===== src/design/rwwl_pkg.sv =====
// Shared constants, command codes and the record type of the register write wait logger.
`default_nettype none
package rwwl_pkg;

   localparam int unsigned RWWL_MAX_WAIT    = 65535;
   localparam int unsigned RWWL_QUEUE_DEPTH = 4;

   localparam logic [23:0] RWWL_LIMIT_RESET = 24'd1048576;

   localparam logic [1:0] CMD_TICK   = 2'd0;
   localparam logic [1:0] CMD_WRITE  = 2'd1;
   localparam logic [1:0] CMD_FINISH = 2'd2;

   localparam logic [7:0]  WRITE_TAG  = 8'hb4;
   localparam logic [15:0] ROM_BASE   = 16'hc000;
   localparam logic [15:0] START_REG  = 16'h4012;
   localparam logic [15:0] LENGTH_REG = 16'h4013;
   localparam logic [15:0] ROM_NONE   = 16'hffff;

   typedef struct packed {
      logic [23:0] record_number;
      logic [31:0] running_samples;
      logic [15:0] waited_samples;
      logic [31:0] operation_word;
      logic [15:0] rom_low;
      logic [15:0] rom_high;
   } record_type;

endpackage
`default_nettype wire


===== src/design/rwwl_front.sv =====
// Front part: accepts items, tracks wait, totals and ROM range, and builds records.
`default_nettype none
module rwwl_front
   import rwwl_pkg::*;
#(
   parameter int unsigned MAX_WAIT = RWWL_MAX_WAIT
) (
   input  wire logic        clock,
   input  wire logic        reset,
   input  wire logic        accept,
   input  wire logic [1:0]  command,
   input  wire logic [15:0] write_address,
   input  wire logic [7:0]  write_value,
   input  wire logic        limit_write,
   input  wire logic [23:0] limit_value,
   output logic             rec_valid,
   output record_type       rec
);

   localparam logic [15:0] MaxWaitVal = 16'(MAX_WAIT);

   logic [23:0] limit_ff,   limit_in;
   logic [15:0] pending_ff, pending_in;
   logic [31:0] total_ff,   total_in;
   logic [23:0] count_ff,   count_in;
   logic [7:0]  start_ff,   start_in;
   logic        start_seen_ff, start_seen_in;
   logic [7:0]  length_ff,  length_in;
   logic        length_seen_ff, length_seen_in;
   logic [15:0] low_ff,     low_in;
   logic [15:0] high_ff,    high_in;

   logic        room;
   logic        emit;
   logic [15:0] waited;
   logic [31:0] op_word;
   logic [15:0] rom_lo;
   logic [15:0] rom_hi;

   assign room = count_ff < limit_ff;

   always_comb begin
      pending_in     = pending_ff;
      start_in       = start_ff;
      start_seen_in  = start_seen_ff;
      length_in      = length_ff;
      length_seen_in = length_seen_ff;
      low_in         = low_ff;
      high_in        = high_ff;
      emit           = 1'b0;
      waited         = pending_ff;
      op_word        = 32'd0;
      rom_lo         = ROM_BASE + {2'b00, start_in, 6'b000000};
      rom_hi         = rom_lo + {4'b0000, length_in, 4'b0000};
      if (accept) begin
         case (command)
            CMD_TICK: begin
               if (pending_ff >= MaxWaitVal) begin
                  pending_in = 16'd1;
                  waited     = MaxWaitVal;
                  emit       = room;
               end else begin
                  pending_in = pending_ff + 16'd1;
               end
            end
            CMD_WRITE: begin
               if (room) begin
                  emit       = 1'b1;
                  pending_in = 16'd0;
                  op_word    = {WRITE_TAG, write_address, write_value};
                  if (write_address == START_REG) begin
                     start_in      = write_value;
                     start_seen_in = 1'b1;
                  end
                  if (write_address == LENGTH_REG) begin
                     length_in      = write_value;
                     length_seen_in = 1'b1;
                  end
                  rom_lo = ROM_BASE + {2'b00, start_in, 6'b000000};
                  rom_hi = rom_lo + {4'b0000, length_in, 4'b0000};
                  if (start_seen_in && length_seen_in) begin
                     if (rom_hi > high_ff) begin
                        high_in = rom_hi;
                     end
                     if (rom_lo < low_ff) begin
                        low_in = rom_lo;
                     end
                     start_seen_in  = 1'b0;
                     length_seen_in = 1'b0;
                  end
               end
            end
            CMD_FINISH: begin
               if (room) begin
                  emit       = 1'b1;
                  pending_in = 16'd0;
               end
            end
            default: begin
            end
         endcase
      end
   end

   assign total_in = emit ? total_ff + {16'd0, waited} : total_ff;
   assign count_in = emit ? count_ff + 24'd1 : count_ff;
   assign limit_in = limit_write ? limit_value : limit_ff;

   assign rec_valid           = emit;
   assign rec.record_number   = count_ff;
   assign rec.running_samples = total_in;
   assign rec.waited_samples  = waited;
   assign rec.operation_word  = op_word;
   assign rec.rom_low         = low_in;
   assign rec.rom_high        = high_in;

   always_ff @(posedge clock) begin
      if (reset) begin
         limit_ff       <= RWWL_LIMIT_RESET;
         pending_ff     <= 16'd0;
         total_ff       <= 32'd0;
         count_ff       <= 24'd0;
         start_ff       <= 8'd0;
         start_seen_ff  <= 1'b0;
         length_ff      <= 8'd0;
         length_seen_ff <= 1'b0;
         low_ff         <= ROM_NONE;
         high_ff        <= 16'd0;
      end else begin
         limit_ff       <= limit_in;
         pending_ff     <= pending_in;
         total_ff       <= total_in;
         count_ff       <= count_in;
         start_ff       <= start_in;
         start_seen_ff  <= start_seen_in;
         length_ff      <= length_in;
         length_seen_ff <= length_seen_in;
         low_ff         <= low_in;
         high_ff        <= high_in;
      end
   end

endmodule
`default_nettype wire


===== src/design/rwwl_queue.sv =====
// Short record queue between the front and back parts.
`default_nettype none
module rwwl_queue
   import rwwl_pkg::*;
#(
   parameter int unsigned DEPTH = RWWL_QUEUE_DEPTH
) (
   input  wire logic        clock,
   input  wire logic        reset,
   input  wire logic        wr_en,
   input  wire record_type  wr_data,
   output logic             q_full,
   input  wire logic        rd_en,
   output logic             q_valid,
   output record_type       rd_data
);

   localparam int unsigned PtrW = (DEPTH > 1) ? $clog2(DEPTH) : 1;
   localparam int unsigned CntW = $clog2(DEPTH + 1);
   localparam logic [PtrW-1:0] LastPtr = PtrW'(DEPTH - 1);
   localparam logic [CntW-1:0] FullCnt = CntW'(DEPTH);

   record_type            mem_ff [DEPTH];
   logic [PtrW-1:0]       wr_ptr_ff, wr_ptr_in;
   logic [PtrW-1:0]       rd_ptr_ff, rd_ptr_in;
   logic [CntW-1:0]       count_ff,  count_in;

   assign q_full  = count_ff == FullCnt;
   assign q_valid = count_ff != '0;
   assign rd_data = mem_ff[rd_ptr_ff];

   assign wr_ptr_in = !wr_en ? wr_ptr_ff :
                      (wr_ptr_ff == LastPtr) ? '0 : wr_ptr_ff + 1'b1;
   assign rd_ptr_in = !rd_en ? rd_ptr_ff :
                      (rd_ptr_ff == LastPtr) ? '0 : rd_ptr_ff + 1'b1;

   always_comb begin
      count_in = count_ff;
      if (wr_en && !rd_en) begin
         count_in = count_ff + 1'b1;
      end else if (rd_en && !wr_en) begin
         count_in = count_ff - 1'b1;
      end
   end

   always_ff @(posedge clock) begin
      if (wr_en) begin
         mem_ff[wr_ptr_ff] <= wr_data;
      end
   end

   always_ff @(posedge clock) begin
      if (reset) begin
         wr_ptr_ff <= '0;
         rd_ptr_ff <= '0;
         count_ff  <= '0;
      end else begin
         wr_ptr_ff <= wr_ptr_in;
         rd_ptr_ff <= rd_ptr_in;
         count_ff  <= count_in;
      end
   end

endmodule
`default_nettype wire


===== src/design/rwwl_back.sv =====
// Back part: holds the oldest record in an output register until it is popped.
`default_nettype none
module rwwl_back
   import rwwl_pkg::*;
(
   input  wire logic       clock,
   input  wire logic       reset,
   input  wire logic       q_valid,
   input  wire record_type q_data,
   output logic            q_read,
   output logic            empty,
   input  wire logic       pop,
   output record_type      out_rec
);

   logic       valid_ff, valid_in;
   record_type rec_ff;
   logic       take;

   assign take     = pop && valid_ff;
   assign q_read   = q_valid && (!valid_ff || take);
   assign valid_in = q_read ? 1'b1 : (take ? 1'b0 : valid_ff);
   assign empty    = !valid_ff;
   assign out_rec  = rec_ff;

   always_ff @(posedge clock) begin
      if (q_read) begin
         rec_ff <= q_data;
      end
   end

   always_ff @(posedge clock) begin
      if (reset) begin
         valid_ff <= 1'b0;
      end else begin
         valid_ff <= valid_in;
      end
   end

endmodule
`default_nettype wire


===== src/design/register_write_wait_logger_core.sv =====
// Top level of the register write wait logger: front, record queue and output stage.
//
//   Channel   Ports                                    Beat taken when
//   -------   --------------------------------------   -------------------------
//   request   push, full, req_command/address/value    push high and full low
//   response  empty, pop, rsp_* record fields          pop high and empty low
//   csr       csr_valid, csr_ready, csr_data           csr_valid and csr_ready high
//
// One request beat can be taken every clock while full is low; the front updates all its
// state when the beat is taken. A record produced by a beat is visible on the response
// ports once the record queue has stored it and the output register has loaded it.
// Reset is synchronous and active high; afterward the limit is 1048576 and all counts clear.
// The front stalls (full high) only when the record queue is full; the queue and output
// register let the response side stall, blocking request beats only once the queue fills.
`default_nettype none
module register_write_wait_logger_core
   import rwwl_pkg::*;
#(
   parameter int unsigned MAX_WAIT    = RWWL_MAX_WAIT,
   parameter int unsigned QUEUE_DEPTH = RWWL_QUEUE_DEPTH
) (
   input  wire logic        clock,
   input  wire logic        reset,
   // Request channel.
   input  wire logic        push,
   output logic             full,
   input  wire logic [1:0]  req_command,
   input  wire logic [15:0] req_write_address,
   input  wire logic [7:0]  req_write_value,
   // Response channel.
   output logic             empty,
   input  wire logic        pop,
   output logic [23:0]      rsp_record_number,
   output logic [31:0]      rsp_running_samples,
   output logic [15:0]      rsp_waited_samples,
   output logic [31:0]      rsp_operation_word,
   output logic [15:0]      rsp_rom_low,
   output logic [15:0]      rsp_rom_high,
   // Configuration channel carrying the record limit.
   input  wire logic        csr_valid,
   output logic             csr_ready,
   input  wire logic [23:0] csr_data
);

   logic       accept;
   logic       rec_valid;
   record_type rec;
   logic       q_full;
   logic       q_valid;
   logic       q_read;
   record_type q_data;
   record_type out_rec;

   // The limit register can always take a write, so users must write it only while idle.
   assign csr_ready = 1'b1;

   // Every request beat may produce a record, so the queue must have room for it.
   assign full   = q_full;
   assign accept = push && !q_full;

   rwwl_front #(
      .MAX_WAIT (MAX_WAIT)
   ) u_front (
      .clock         (clock),
      .reset         (reset),
      .accept        (accept),
      .command       (req_command),
      .write_address (req_write_address),
      .write_value   (req_write_value),
      .limit_write   (csr_valid),
      .limit_value   (csr_data),
      .rec_valid     (rec_valid),
      .rec           (rec)
   );

   rwwl_queue #(
      .DEPTH (QUEUE_DEPTH)
   ) u_queue (
      .clock   (clock),
      .reset   (reset),
      .wr_en   (rec_valid),
      .wr_data (rec),
      .q_full  (q_full),
      .rd_en   (q_read),
      .q_valid (q_valid),
      .rd_data (q_data)
   );

   rwwl_back u_back (
      .clock   (clock),
      .reset   (reset),
      .q_valid (q_valid),
      .q_data  (q_data),
      .q_read  (q_read),
      .empty   (empty),
      .pop     (pop),
      .out_rec (out_rec)
   );

   assign rsp_record_number   = out_rec.record_number;
   assign rsp_running_samples = out_rec.running_samples;
   assign rsp_waited_samples  = out_rec.waited_samples;
   assign rsp_operation_word  = out_rec.operation_word;
   assign rsp_rom_low         = out_rec.rom_low;
   assign rsp_rom_high        = out_rec.rom_high;

endmodule
`default_nettype wire

===== config.mk =====
export PLATFORM = sky130hd
export DESIGN_NAME = register_write_wait_logger_core
export DESIGN_NICKNAME = d
export VERILOG_FILES = /design/src/design/rwwl_pkg.sv /design/src/design/rwwl_front.sv /design/src/design/rwwl_queue.sv /design/src/design/rwwl_back.sv /design/src/design/register_write_wait_logger_core.sv
export SDC_FILE = /design/constraint.sdc
export NUM_CORES = 1
export LEC_CHECK = 0
export BUFFER_PORTS_ARGS = -buffer_cell sky130_fd_sc_hd__buf_2
export CAP_MARGIN = 40
export CORE_UTILIZATION = 50
export CTS_BUF_LIST = sky130_fd_sc_hd__clkbuf_4
export DETAILED_ROUTE_END_ITERATION = 12
export GPL_ROUTABILITY_DRIVEN = 0
export GPL_TIMING_DRIVEN = 0
export PLACE_DENSITY = 0.68
export SYNTH_ARGS = -nofsm -noshare
export SYNTH_HDL_FRONTEND = slang
export SYNTH_SLANG_ARGS = --single-unit
export TNS_END_PERCENT = 10

===== constraint.sdc =====
create_clock -name clock -period 15.5 [get_ports clock]
set_input_delay 0.775 -clock clock [delete_from_list [all_inputs] [get_ports clock]]
set_output_delay 0.775 -clock clock [all_outputs]
set_load 0.02 [all_outputs]

==> results of run 1 <==
==> synth_stat cells, types with 7 or more instances <==
cell type / instances
nand2_1: 76
nand3_1: 28
and2_1: 72
a21o_1: 22
mux2i_1: 36
or3_1: 13
o21ai_0: 48
xor2_1: 14
a211o_1: 9
xnor2_1: 38
buf_4: 11
a31oi_1: 10
nor4_1: 16
buf_1: 21
a21oi_1: 60
dfxtp_1: 154
ha_1: 75
mux2_2: 19
nand2b_1: 7
inv_1: 90
clkbuf_1: 66
nand4_1: 22
nor2_1: 106
a211oi_1: 14
edfxtp_1: 645
and3_1: 20
nor3_1: 43
mux4_2: 129
==> critical path, stage by stage <==
cell and delay, ns:
buf_2 0.12, or4_4 0.59, nor4_4 0.82, mux2_2 0.43
ha_1 0.36, nand2_1 0.09, a21oi_1 0.04, a31oi_1 0.29
a211oi_2 0.13, o31ai_2 0.43, xnor2_1 0.17, ha_1 0.26
a21oi_1 0.13, o21ai_0 0.13, a2111oi_0 0.38, o21ai_0 0.14
nand4_1 0.13, or2_2 0.11, clkbuf_1 0.37, clkbuf_1 0.41
a21oi_1 0.21
==> cells in the final DEF (no fill, tap or decap), types with 21 or more instances in the layout <==
cell type,count
nor2_1,105
nor3_1,43
nand3_1,28
nand4_1,22
edfxtp_1,645
and2_1,69
xnor2_1,38
ha_1,75
buf_1,21
buf_2,187
nand2_1,76
o21ai_0,48
dfxtp_1,154
inv_1,90
a21o_1,22
dlygate4sd3_1,26
clkbuf_4,301
a21oi_1,59
clkbuf_1,66
clkinv_1,51
mux2i_1,36
mux4_2,129
==> path summary, 6_finish.rpt <==
check / slack (ns) / from / to
hold reg to reg: 0.45 / u_front.length_ff[1] / u_front.length_ff[1]
setup / recovery: 9.63 / req_write_address[9] / u_queue.mem_ff[2][15]
setup reg to reg: 10.65 / u_front.pending_ff[0] / u_queue.mem_ff[0][68]
hold / removal: 0.17 / req_write_address[10] / u_queue.mem_ff[3][50]
==> state kept, by name, indices dropped and copies added (netlist names), 16 cells and up <==
signal and cells:
u_front.limit_ff 24, u_back.out_rec 129, u_front.high_ff 16, u_queue.mem_ff 516, u_front.pending_ff 16, u_front.count_ff 24
u_front.low_ff 16, u_front.total_ff 32
==> kinds of logic after synthesis <==
group / Yosys count
flops: 799
simple gates: 432
compound gates: 205
buf+inv: 191
mux: 184
fa+ha+maj: 78
xor+xnor: 52
other cells: 2
==> where the power goes <==
part | internal (mW) | switching, mW
clock network | 0.975 | 0.828
logic | 0.540 | 0.770
registers | 2.62 | 0.0724
total | 4.14 | 1.67
==> through the flow <==
step	area [µm²]	hold WS [ns]	total power [mW]
after floorplan	31700	0.434	3.59
after global placement	33700	0.439	4.04
after detailed placement	34400	0.448	4.08
after CTS	37300	0.0243	5.91
after global routing	37300	0.0592	6.10
final	37300	0.170	5.81
==> repair_timing <==
| action | CTS | global route |
|---|---|---|
| endpoints found under the hold margin | 26 | 0 |
| hold buffers | 26 | 0 |
| buffers inserted | 0 | 0 |
==> final cells by class <==
type                    instances  share of cell area
flip-flops and latches        799               0.602
multi-input cells             956               0.228
clock buffers                 301              0.0605
repair buffers                246              0.0494
well taps                     837              0.0281
clock inverters                74              0.0117
plain buffers                  99              0.0111
inverters                      92             0.00925
diodes                          1           0.0000670
==> per-layer routing <==
metal  vias to the layer above  track usage
met5                         -            0
met4                         4       0.0910
li1                       8503            -
met1                      9061        0.263
met2                       532        0.355
met3                       112       0.0585
==> impl_metrics.csv, run 1 <==
group,metric,value,unit
timing,min_period,5.87,ns
yosys,synth-simple-area-share,0.0704,
routing,via_per_inst,5.35,
clock_tree,clock-sinks,799,
yosys,synth_edf_count,645,
timing,fin_ws,9.63,ns
place,place.port_buffers,186,
job,cap_violations,0,
final_layout,drive_above_1_share,0.285,
timing,rsz0062_at_grt,"false",
routing,dr_wl_met2,33100,µm
floorplan,dieHeight,254,µm
timing,post-route-period-util,0.379,
floorplan,start_util,0.510,
yosys,synth_xor_area_frac,0.0144,
timing,drv_slew,0,
routing,top_layer,"met5",
final_layout,layout.nets,2527,
yosys,synth_top_area_frac,0.611,
yosys,synth_seq_cells,799,
yosys,synth_flop_cell,"edfxtp_1",
yosys,synth.area.mux_share,0.110,
final_layout,fill_cells,4846,
yosys,synth_area_leaders,"edfxtp_1 61%, dfxtp_1 9.7%, mux4_2 9.2%",
clock_tree,cts.path.max_buffers,3,
hold_path,holdPathStages,2,
routing,antenna_left,0,
place,dpl_worst_slack,8.66,ns
pwr,power.density,156,nW/µm²
routing,first_pass_iters,5,
pwr,ir_worst_vdd,0.000137,V
global_routing,antenna_found_initial,3,
yosys,synth-async-reset-ratio,0,
floorplan,std_cell_rows,91,
final_layout,fin_cells,3405,
routing,drt-initial-drc-count,1218,
final_layout,syn_to_final_growth,17.8,%
global_routing,grt_pass1_vias,19063,
timing,setup-tns-final,0,ns
clock_tree,clockRootBuffer,"clkbuf_4",
final_layout,final_util,0.600,
final_layout,seqCellArea,22500,µm²
routing,drc,0,
clock_tree,h-tree-depth,4,
floorplan,die_width,254,µm
yosys,synth_top_family_by_area,"multiplexers",
clock_tree,post_cts_resized,0,
place,hpwl,44200,µm
critical_path,worstPathRequired,16.17,ns
timing,fin_worst_skew,0.0659,ns
routing,drt-met1-wl,27200,µm
routing,wl_per_cell,19.5,µm
yosys,netlist_instances,1943,
yosys,yosysSeqAreaShare,0.708,
critical_path,cp-start-kind,"input port",
critical_path,critical_path_arrival,6.54,ns
yosys,synth.avg_cell_area,16.3,µm²
critical_path,crit_type,"input port to register",
routing,dr_wl_met3,4300,µm
critical_path,end_kind,"register",
clock_tree,numCtsBuffers,201,
global_routing,grt_pass1_wl,103000,µm
yosys,synth_fa_ha_area_frac,0.0312,
yosys,synthDistinctLibCells,68,
routing,routed_wirelength,66400,µm
yosys,syn_area,31700,µm²
global_routing,grt_use_total,0.214,
floorplan,core_area,62200,µm²
yosys,synth.largest_area_cell,"edfxtp_1",
clock_tree,cts_tree,"done",
floorplan,num_io_pins,194,
final_layout,multi_input_area,8520,µm²
hold_path,hp-class,"input port to register",
pwr,power.leakage,13.4,nW
timing,max_freq,170,MHz
floorplan,die-area,64400,µm²
global_routing,grt-ovfl-total,0,
critical_path,crit_fanout,10,
timing,worst_pin_slew,0.918,ns
yosys,synth_compound_gate_area_share,0.0416,
critical_path,reg2reg_depth,11,
timing,finalSetupViolations,0,
place,dp_cells,3003,
global_routing,grt_max_degree,52,
clock_tree,clock_latency,1.00,ns
routing,vias,18212,
clock_tree,clk_pin_slew_worst_paths,0.06,ns
timing,slew_headroom,0.384,
run_status,status,"completed",
timing,finalHoldViolations,0,
yosys,ys.warnings.count,0,
No activity file was read; power rests on OpenSTA's default activity.
==> run 2, diff against run 1 <==
- ABC_AREA: not set -> 1
- clock period: 15.5 -> 5.9 ns (I/O delays scaled with it)
==> impl_metrics.csv, run 2 <==
group,metric,value,unit
run_status,status,"completed",
pwr,ir_worst_vdd,0.000321,V
global_routing,antenna_found_initial,3,
critical_path,worstPathRequired,6.62,ns
hold_path,holdPathStages,4,
final_layout,syn_to_final_growth,19.8,%
critical_path,critical_path_arrival,5.18,ns
critical_path,reg2reg_from,"u_front.count_ff[13]",
clock_tree,post_cts_buffers,0,
clock_tree,clockRootBuffer,"clkbuf_4",
place,post_dp_cell_area,35900,µm²
routing,drt-initial-drc-count,1655,
yosys,synth_compound_gate_area_share,0.107,
yosys,synth_top_area_frac,0.586,
final_layout,layout_commonest_cell,"edfxtp_1",
yosys,synth.largest_area_cell,"edfxtp_1",
yosys,synth_area_leaders,"edfxtp_1 59%, dfxtp_1 9.3%, o21ai_0 5.3%",
timing,rsz0062_at_grt,"false",
clock_tree,clock_latency,1.08,ns
clock_tree,cts_tree,"done",
yosys,synth_most_common_cell,"edfxtp_1",
timing,slew_headroom,0.366,
global_routing,grt_pass1_wl,132000,µm
timing,fin_worst_skew,0.0743,ns
final_layout,stdcell_area,39600,µm²
floorplan,core_area,64900,µm²
timing,drv_slew,0,
routing,vias,24672,
yosys,ys.warnings.count,0,
critical_path,critical_path.max_stage_delay,0.62,ns
critical_path,end_kind,"register",
place,place.port_buffers,188,
timing,post-route-period-util,0.755,
final_layout,layout.nets,3625,
floorplan,std_cell_rows,93,
yosys,netlist_instances,2958,
clock_tree,h-tree-depth,4,
floorplan,start_util,0.509,
floorplan,die-area,67200,µm²
place,hpwl,55700,µm
floorplan,die_width,259,µm
critical_path,cp-start-kind,"register",
yosys,netlist_top_cells_count,"645 x edfxtp_1, 394 x nor2_1, 391 x nand2_1, 353 x o21ai_0, 223 x inv_1",
routing,antenna_left,0,
final_layout,seqCellArea,22500,µm²
yosys,synthDistinctLibCells,49,
final_layout,drive_above_1_share,0.166,
yosys,synth_flop_cell,"edfxtp_1",
yosys,synth.avg_cell_area,11.2,µm²
final_layout,largest_reg_flops,516,
critical_path,crit_type,"register to register",
critical_path,crit_family,"buffers and inverters",
job,cap_violations,0,
yosys,synth_top_family_by_area,"simple AND/OR/NAND/NOR gates",
routing,drc,0,
critical_path,reg2reg_depth,13,
routing,wl_per_cell,18.8,µm
yosys,synth.area.mux_share,0,
final_layout,fill_cells,5224,
global_routing,grt-ovfl-total,0,
routing,routed_wirelength,84900,µm
final_layout,largest_register,"u_queue.mem_ff",
hold_path,hp-class,"input port to register",
critical_path,rr_endpoint,"u_queue.mem_ff[2][29]",
clock_tree,clock-sinks,799,
clock_tree,clk_pin_slew_worst_paths,0.08,ns
final_layout,final_util,0.610,
timing,min_period,4.46,ns
floorplan,num_io_pins,194,
critical_path,critPathBufInv,5,
critical_path,crit_fanout,25,
hold_path,hold_path_end,"u_queue.mem_ff[2][49]",
final_layout,final_cell_mix,"645 x edfxtp_1, 391 x nand2_1, 389 x nor2_1, 353 x o21ai_0, 286 x clkbuf_4",
yosys,synth_edf_count,645,
routing,via_per_inst,5.47,
global_routing,grt_use_total,0.255,
timing,finalHoldViolations,0,
final_layout,multi_input_area,9110,µm²
timing,finalSetupViolations,0,
timing,worst_pin_slew,0.951,ns
yosys,synth-simple-area-share,0.126,
global_routing,grt_max_degree,30,
yosys,synth-async-reset-ratio,0,
critical_path,r2r_slack,1.44,ns
pwr,power.leakage,15.4,nW
timing,max_freq,224,MHz
critical_path,crit_chain,"ha_1 > a21oi_1 > o21ai_0 > a21o_1 > a21oi_1 > nand2_1 > nor2_4 > inv_2 > clkbuf_1 > nor2_4 > buf_16 > buf_12 > buf_12",
pwr,power.density,401,nW/µm²
clock_tree,cts.path.max_buffers,3,
yosys,synth_fa_ha_area_frac,0.0296,
critical_path,cpMaxStageDelayCell,"nor2_4",
routing,first_pass_iters,6,
yosys,synth_xor_area_frac,0.0111,
yosys,syn_area,33100,µm²
clock_tree,numCtsBuffers,193,
global_routing,grt_pass1_vias,24727,
yosys,synth_seq_cells,799,
hold_path,hp-start,"req_write_address[9]",
yosys,yosysSeqAreaShare,0.679,
floorplan,dieHeight,259,µm
-- run 2: worst max-delay path by stage --
| stage | cells past startpoint | endpoint | slack, ns | from |
|---|---|---|---|---|
| finish | 13 | u_queue.mem_ff[2][29] | 1.44 | u_front.count_ff[13] |
| global route | 16 | u_queue.mem_ff[3][90] | 1.21 | u_queue.count_ff[2] |
| CTS | 13 | u_queue.mem_ff[2][29] | 1.47 | u_front.count_ff[15] |
| detailed placement | 26 | u_queue.mem_ff[2][7] | 1.16 | req_write_address[7] |
| global placement | 11 | u_queue.mem_ff[0][89] | -7.36 | u_front.count_ff[19] |
| floorplan | 10 | u_queue.mem_ff[0][0] | -1.93 | u_front.count_ff[15] |
-- run 2: area by class of cell --
type | instances | area share
clock inverter | 71 | 0.0109
clock buffer | 286 | 0.0542
inverter | 229 | 0.0217
multi-input combinational | 1776 | 0.230
sequential | 799 | 0.567
buffer | 157 | 0.0175
timing repair buffer | 337 | 0.0716
tap | 855 | 0.0270
antenna | 4 | 0.000253
-- run 2: timing repair --
action / in CTS / in global routing
endpoints found under the setup margin: 0 / 0
resized for setup: 0 / 0
hold buffers: 115 / 0
hold endpoints to repair: 187 / 0
-- run 2: metal layers --
metal | wire [µm] | share of wire | up-vias | GRT usage
li1 | - | - | 11598 | -
met1 | 34400 | 0.40 | 11873 | 0.325
met2 | 41300 | 0.49 | 1036 | 0.420
met3 | 6680 | 0.079 | 163 | 0.0535
met4 | 2530 | 0.030 | 2 | 0.111
met5 | 13 | 0.00015 | - | 0
-- run 2: cells by family after synthesis --
family / count (synthesis)
simple gates: 984
flops: 799
compound gates: 668
buf+inv: 386
fa+ha+maj: 77
xor+xnor: 42
other cells: 2
-- run 2: where the power goes --
part / internal [mW] / switching [mW] / leakage [nW]
Clock: 2.45 / 2.20 / 1.52
Sequential: 6.98 / 0.211 / 7.21
Combinational: 1.18 / 2.86 / 6.64
Total: 10.6 / 5.27 / 15.4
-- run 2: through the flow --
step                hold slack [ns]  worst slack [ns]  cells  TNS (ns)  total power [mW]
floorplan                     0.406             -1.93   2961   -997.65              9.64
global placement              0.439             -7.36   4004  -3794.41              11.1
detailed placement            0.452              1.16   4038         0              11.3
CTS                          0.0843              1.47   4510         0              16.0
global route                  0.134              1.21   4512         0              16.6
finish                        0.204              1.44   4514         0              15.9
-- run 2: worst min-delay path, delay by kind of cell --
kind / cells / cell delay, ns
buf+inv: 3 / 0.71
simple gates: 1 / 0.06
